===== src/design/bdoc_pkg.sv =====
// shared types and constants for the block diagonal occupancy counter
// used by bdoc_ctrl, bdoc_dpath and block_diagonal_occupancy_counter_core
package bdoc_pkg;

	localparam int DEF_MAX_BLOCKS  = 1024;
	localparam int DEF_MAX_COLUMNS = 65536;

	localparam int IDX_W       = 16;
	localparam int VAL_W       = 17;
	localparam int ROW_W       = 16;
	localparam int COL_W       = 16;
	localparam int OP_W        = 2;
	localparam int DIAG_W      = 10;
	localparam int RB_W        = 10;
	localparam int COUNT_W     = 32;
	localparam int IN_TDATA_W  = 72;
	localparam int OUT_TDATA_W = 56;

	localparam logic [OP_W-1:0] OP_CLEAR    = 2'd0;
	localparam logic [OP_W-1:0] OP_LOAD_END = 2'd1;
	localparam logic [OP_W-1:0] OP_LOAD_COL = 2'd2;
	localparam logic [OP_W-1:0] OP_ENTRY    = 2'd3;

	localparam logic [1:0] RES_PLAIN   = 2'd0;
	localparam logic [1:0] RES_PTR_ERR = 2'd1;
	localparam logic [1:0] RES_L_ERR   = 2'd2;
	localparam logic [1:0] RES_OK      = 2'd3;

	typedef struct packed {
		logic       latch;
		logic       scan_step;
		logic       look;
		logic       upd;
		logic       clr_step;
		logic       set_ptr;
		logic       emit;
		logic [1:0] res_kind;
	} bdoc_cmd_t;

	typedef struct packed {
		logic found;
		logic last_blk;
		logic col_bad;
		logic neg;
		logic clr_done;
	} bdoc_stat_t;

endpackage


===== src/design/bdoc_ctrl.sv =====
// controller state machine for the block diagonal occupancy counter
// depends on bdoc_pkg; drives bdoc_dpath through command and status structs
module bdoc_ctrl (
	input  logic                      clk,
	input  logic                      arst_n,
	input  logic                      in_valid,
	input  logic [bdoc_pkg::OP_W-1:0] in_op,
	output logic                      in_ready,
	output logic                      out_valid,
	input  logic                      out_ready,
	input  bdoc_pkg::bdoc_stat_t      stat,
	output bdoc_pkg::bdoc_cmd_t       cmd
);
	import bdoc_pkg::*;

	localparam logic [2:0] S_INIT = 3'd0;
	localparam logic [2:0] S_IDLE = 3'd1;
	localparam logic [2:0] S_SCAN = 3'd2;
	localparam logic [2:0] S_UPD  = 3'd3;
	localparam logic [2:0] S_CLR  = 3'd4;
	localparam logic [2:0] S_FIN  = 3'd5;

	logic [2:0] state_q, state_d;
	logic       out_valid_q;
	logic       free;

	assign free      = !out_valid_q || out_ready;
	assign out_valid = out_valid_q;
	assign in_ready  = (state_q == S_IDLE);

	always_comb begin
		state_d = state_q;
		cmd     = '0;
		unique case (state_q)
			S_INIT: begin
				cmd.clr_step = 1'b1;
				if (stat.clr_done) begin
					state_d = S_IDLE;
				end
			end
			S_IDLE: begin
				if (in_valid) begin
					cmd.latch = 1'b1;
					unique case (in_op)
						OP_CLEAR: state_d = S_CLR;
						OP_ENTRY: state_d = S_SCAN;
						default:  state_d = S_FIN;
					endcase
				end
			end
			S_SCAN: begin
				if (!stat.found) begin
					if (stat.last_blk) begin
						if (free) begin
							cmd.emit     = 1'b1;
							cmd.res_kind = RES_PTR_ERR;
							state_d      = S_IDLE;
						end
					end else begin
						cmd.scan_step = 1'b1;
					end
				end else if (stat.col_bad) begin
					if (free) begin
						cmd.emit     = 1'b1;
						cmd.res_kind = RES_PTR_ERR;
						state_d      = S_IDLE;
					end
				end else if (stat.neg) begin
					if (free) begin
						cmd.emit     = 1'b1;
						cmd.set_ptr  = 1'b1;
						cmd.res_kind = RES_L_ERR;
						state_d      = S_IDLE;
					end
				end else begin
					cmd.look    = 1'b1;
					cmd.set_ptr = 1'b1;
					state_d     = S_UPD;
				end
			end
			S_UPD: begin
				if (free) begin
					cmd.upd      = 1'b1;
					cmd.emit     = 1'b1;
					cmd.res_kind = RES_OK;
					state_d      = S_IDLE;
				end
			end
			S_CLR: begin
				cmd.clr_step = 1'b1;
				if (stat.clr_done) begin
					state_d = S_FIN;
				end
			end
			S_FIN: begin
				if (free) begin
					cmd.emit     = 1'b1;
					cmd.res_kind = RES_PLAIN;
					state_d      = S_IDLE;
				end
			end
			default: state_d = S_IDLE;
		endcase
	end

	always_ff @(posedge clk or negedge arst_n) begin
		if (!arst_n) begin
			state_q     <= S_INIT;
			out_valid_q <= 1'b0;
		end else begin
			state_q <= state_d;
			if (cmd.emit) begin
				out_valid_q <= 1'b1;
			end else if (out_ready) begin
				out_valid_q <= 1'b0;
			end
		end
	end

endmodule


===== config.mk =====
export PLATFORM = sky130hd
export DESIGN_NAME = bdoc_ctrl
export DESIGN_NICKNAME = d
export VERILOG_FILES = /design/src/design/bdoc_pkg.sv /design/src/design/bdoc_ctrl.sv
export SDC_FILE = /design/constraint.sdc
export NUM_CORES = 1
export LEC_CHECK = 0
export BUFFER_PORTS_ARGS = -buffer_cell sky130_fd_sc_hd__buf_2
export CORE_AREA = 2 2 39 41
export DETAILED_ROUTE_END_ITERATION = 10
export DIE_AREA = 0 0 41 43
export PLACE_DENSITY = 0.63
export SYNTH_ARGS = -nofsm -noshare
export SYNTH_HDL_FRONTEND = slang
export SYNTH_SLANG_ARGS = --single-unit

===== constraint.sdc =====
create_clock -name clk -period 3.6 [get_ports clk]
set_clock_uncertainty 0.1 [all_clocks]
set_input_delay 0.18 -clock clk [delete_from_list [all_inputs] [get_ports clk]]
set_output_delay 0.18 -clock clk [all_outputs]
set_load 0.02 [all_outputs]

**Yosys cells after proc, flatten, opt, wreduce, memory -nomap -nowiden**

Cells that the tools add are included.

- Eq/ne operators: 10
- Reduce and logical (&&, ||, !) cells: 8
- Multiplexer cells: 36

Operators by type and width:

| kind | count |
|---|---|
| $mux W3 | 15 |
| $mux W1 | 16 |
| $pmux W3 S5 | 1 |
| $pmux W3 S3 | 1 |
| $eq A3 B2 Y1 const B | 2 |
| $eq A3 B3 Y1 const B | 2 |
| $ne A2 B2 Y1 const B | 3 |
| $pmux W3 S2 | 1 |
| $mux W4 | 1 |
| $reduce_and A4 Y1 | 1 |
| $reduce_or A2 Y1 | 2 |
| $eq A3 B1 Y1 const B | 1 |
| $logic_not A3 Y1 | 1 |
| $ne A3 B3 Y1 const B | 1 |
| $eq A2 B2 Y1 const B | 1 |
| $logic_not A2 Y1 | 1 |
| $mux W2 | 1 |
| $reduce_bool A2 Y1 | 1 |
| $logic_not A1 Y1 | 1 |
| $logic_or A1 B1 Y1 | 1 |

- Output and inout port bits: 11
- Bits in registers: 4

**Logic depth before layout (Yosys ltp)**

- Word-level depth: 8
- Depth in mapped cells: 4
- Depth with buffers taken out: 4

**Worst setup path after synthesis**

OpenSTA, ideal clock, no wires.

- Kind: register -> register
- Start point: register state_q[1]
- End point: register state_q[1]
- Setup time: 0.067 ns
- Arrival time: 1.457 ns
- Period minus slack after synthesis: 1.624 ns
- Required time: 3.433 ns
- Setup slack: 1.976 ns
- Stages on the path, launching flop included: 3
- Cells stage by stage: dfrtp_1 nor4bb_1 a22o_1

- Longest elaborated chain between the ends: 5
- Elaborated cells on any way between the ends: 18
- Classes of those cells: eq/ne: 9; mux: 6; reduce/logical: 3

RTL lines:

| element | RTL line | RTL |
|---|---|---|
| start: declaration | bdoc_ctrl.sv:23 | `logic [2:0] state_q, state_d;` |
| start signal: assignment | bdoc_ctrl.sv:111 | `state_q <= state_d;` |
| $mux W3 (4 in a row) | -- |  |
| $pmux W3 S5 | bdoc_ctrl.sv:34 | `unique case (state_q)` |

Several ways; a longest one is shown, not always the timed one. The select of a mux whose other input is x is not followed.
A chain may end at the register's enable or synchronous reset.

==> results.toml <==
[grt]
first_global_vias = 361
grt_pass1_wl_um = 1345
grt.met3_usage = 0.04712
grt_util_met2 = 0.1594
global_route.overflow_total = 0
antenna_found_initial = 0
grt_use_total = 0.1088
groute.layer.met1.usage = 0.1461
maximum_number_of_pins_on_one_net_before_global_route_repair = 15
global_route.peak_usage_layer = "met2"

[floorplanning]
core-area_sq_um = 1384
rows = 14
chipHeight_um = 43
floorplan.die_area_sq_um = 1763
fp.dieW_um = 41
initial_core_util = 0.2586
floorplan.io_pins = 22

[synth]
synth_fp_nets = 58
synth-async-reset-ratio = 1.000
synth_ff_type = "dfrtp_1"
synth.ff_latch_count = 4
synth_edf_count = 0
synth-warning-count = 0
synth_sequential_area_ratio = 0.2797
syn-cell-area_sq_um = 357.8
syn-mean-instance-area_sq_um = 7.952
netlist_instances = 45
netlist-cell-type-count = 26

[clock_network]
latest_clock_arrival_within_the_worst_skew_pair_ns = 0.24
cts_post_setup_buffers_inserted = 0
numClockSinks = 4
clock_tree_from_tritoncts = "done"
cts_inserted_buffers = 3
post_cts_gate_resize_count = 0
cts_root_buffer = "clkbuf_4"
htreeDepth = 1
clock_tree.buffer_depth = 2
clock_pin_slew_of_the_registers_on_the_worst_case_setup_and_hold_paths_ns = 0.04

[sta]
timing.final.crit_share = 0.5138
achievable-frequency_ghz = 0.5407
timing_max_transition_violations_final = 0
final_hold_viol_count = 0
setup_repair_after_global_routing_missed_its_margin = "false"
finalSetupTns_ns = 0
layout_min_cycle_time_ns = 1.850
worst_slew_pin_slew_ns = 0.3780
report.final.setup_viol = 0
max_slew_margin = 0.7446

[pwr]
power.clock.fraction = 0.189
peakVddDrop_mv = 0.1973
leakage_dissipation_uw = 0.0002601
power.switching_fraction = 0.4528
cellPowerDensity_nw_per_um2 = 597.8
intPower_uw = 166.2
seqPwrFrac = 0.293
comb_power_share = 0.518
net-switching-power_uw = 137.5

[finish]
util_after_layout = 0.3671
fraction_of_final_layout_cells_with_drive_strength_greater_than_1 = 0.3913
ff_latch_area_sq_um = 100.1
area_delta_synth_final_pct = 41.96
insertedDiodeCount = 0
layout_common_cells = "21 x buf_2, 8 x nor2_1, 4 x dfrtp_1"
finalNetCount = 84
layout.filler_cells = 152
multiInputGateArea_sq_um = 242.7
mostFrequentLayoutCell = "buf_2"

[drt]
drc_errors = 0
route.vias.total = 422
drt_iter0_markers = 12
drt_pass1_iterations = 6
antenna_violating_nets_post_route = 0
route.detailed.wl_per_inst_um = 10.58
avgViaCountPerCell = 4.965
total_wire_length_um = 899

[setup_path]
critical_path.slowest_cell = "dfrtp_1"
worstSetupStartpointType = "register"
cp.arrival_ns = 1.57
worst_ep_required_time_ns = 3.32
critical_path.startpoint = "state_q[0]"
timing.critical_path.to_type = "output port"
rr_startpoint = "state_q[0]"
crit_type = "reg -> out"
cp_max_fo = 14
cp_cell_sequence = "or3_1 > o311ai_1 > a21oi_1 > buf_2"
max_stage_delay_ns = 0.49

[place]
io_buffers = 21
final_estimated_routing_congestion_in_global_placement = 0.7381

[outcome]
status = "finished clean"

[worst_hold_path]
hold_path_class = "in -> async"

[job]
max_cap_violations = 0
==> per-layer routing <==
layer | routed length (um) | vias up
met2 | 466 | 15
met4 | 0 | 0
met5 | 0 | -
met1 | 357 | 197
met3 | 75 | 0
li1 | - | 210
==> synth_stat cells (2+ instances only) <==
| library cell | number | share of area |
|---|---|---|
| a21oi_1 | 3 | 0.042 |
| ha_1 | 2 | 0.070 |
| nor3b_1 | 2 | 0.042 |
| a31oi_1 | 2 | 0.035 |
| inv_1 | 2 | 0.021 |
| o311ai_1 | 2 | 0.049 |
| dfrtp_1 | 4 | 0.28 |
| nor2_1 | 8 | 0.084 |
| nand2b_1 | 2 | 0.035 |
| nand2_1 | 2 | 0.021 |
==> through the flow <==
step / cells / hold slack [ns] / power [uW] / area, sq um / setup WS (ns)
3_5_place_dp: 81 / -0.1077 / 247.3 / 475.5 / 1.998
4_1_cts: 85 / 0.1901 / 306.0 / 508.0 / 1.747
6_report: 85 / 0.1811 / 303.7 / 508.0 / 1.750
5_1_grt: 85 / 0.1981 / 327.0 / 508.0 / 1.660
3_3_place_gp: 81 / -0.1098 / 245.6 / 475.5 / 2.037
2_1_floorplan: 45 / -0.2156 / 199.8 / 357.8 / 1.976
==> flip-flops by register name (all words and copies together) (netlist names) <==
| signal | cells |
|---|---|
| state_q | 3 |
| out_valid | 1 |
==> what timing repair did <==
item | in CTS | in global routing
hold buffers | 1 | 0
setup endpoints to repair | 0 | 0
endpoints found under the hold margin | 4 | 0
==> logic make-up (layout without fill, tap and decap cells) <==
kind of cell             Yosys count  count (layout)  synth area share
AND/OR/NAND/NOR                   25              25            0.3986
AO/OA/AOI/OAI                     11              11            0.2098
flip-flops                         4               4            0.2797
buffers and inverters              3              27           0.04197
adder cells (fa/ha/maj)            2               2           0.06992
==> layout make-up <==
cell class / instances / share of cell area
timing repair buffer: 22 / 0.2266
sequential: 4 / 0.1970
tap: 16 / 0.03941
clock buffer: 3 / 0.04433
inverter: 2 / 0.01478
multi-input combinational: 38 / 0.4778
==> power by group through the flow <==
| stage | sequential [uW] | clock, uW | combinational [uW] |
|---|---|---|---|
| floorplan | 85.0 | 0 | 115 |
| global placement | 88.7 | 0 | 157 |
| detailed placement | 89.7 | 0 | 158 |
| CTS | 89.7 | 57.9 | 158 |
| global route | 93.8 | 60.5 | 173 |
| finish | 89.0 | 57.5 | 157 |
==> worst paths after layout <==
| check | cells after the start | end | slack (ns) |
|---|---|---|---|
| hold reg to reg | 1 | state_q[2] | 0.46 |
| max in group asynchronous | 2 | state_q[2] | 3.09 |
| hold / removal | 2 | out_valid | 0.18 |
| setup / recovery | 4 | cmd[2] | 1.75 |
| setup reg to reg | 3 | out_valid | 2.21 |
| min in group clk | 3 | out_valid | 0.20 |
==> worst max-delay path, delay by kind of cell, from the launching register on <==
family | cells | cell delay [ns]
buffers and inverters | 1 | 0.17
AO/OA/AOI/OAI | 2 | 0.23
flip-flops | 1 | 0.49
AND/OR/NAND/NOR | 1 | 0.44
Note: power is estimated with default switching activity, not from simulation.
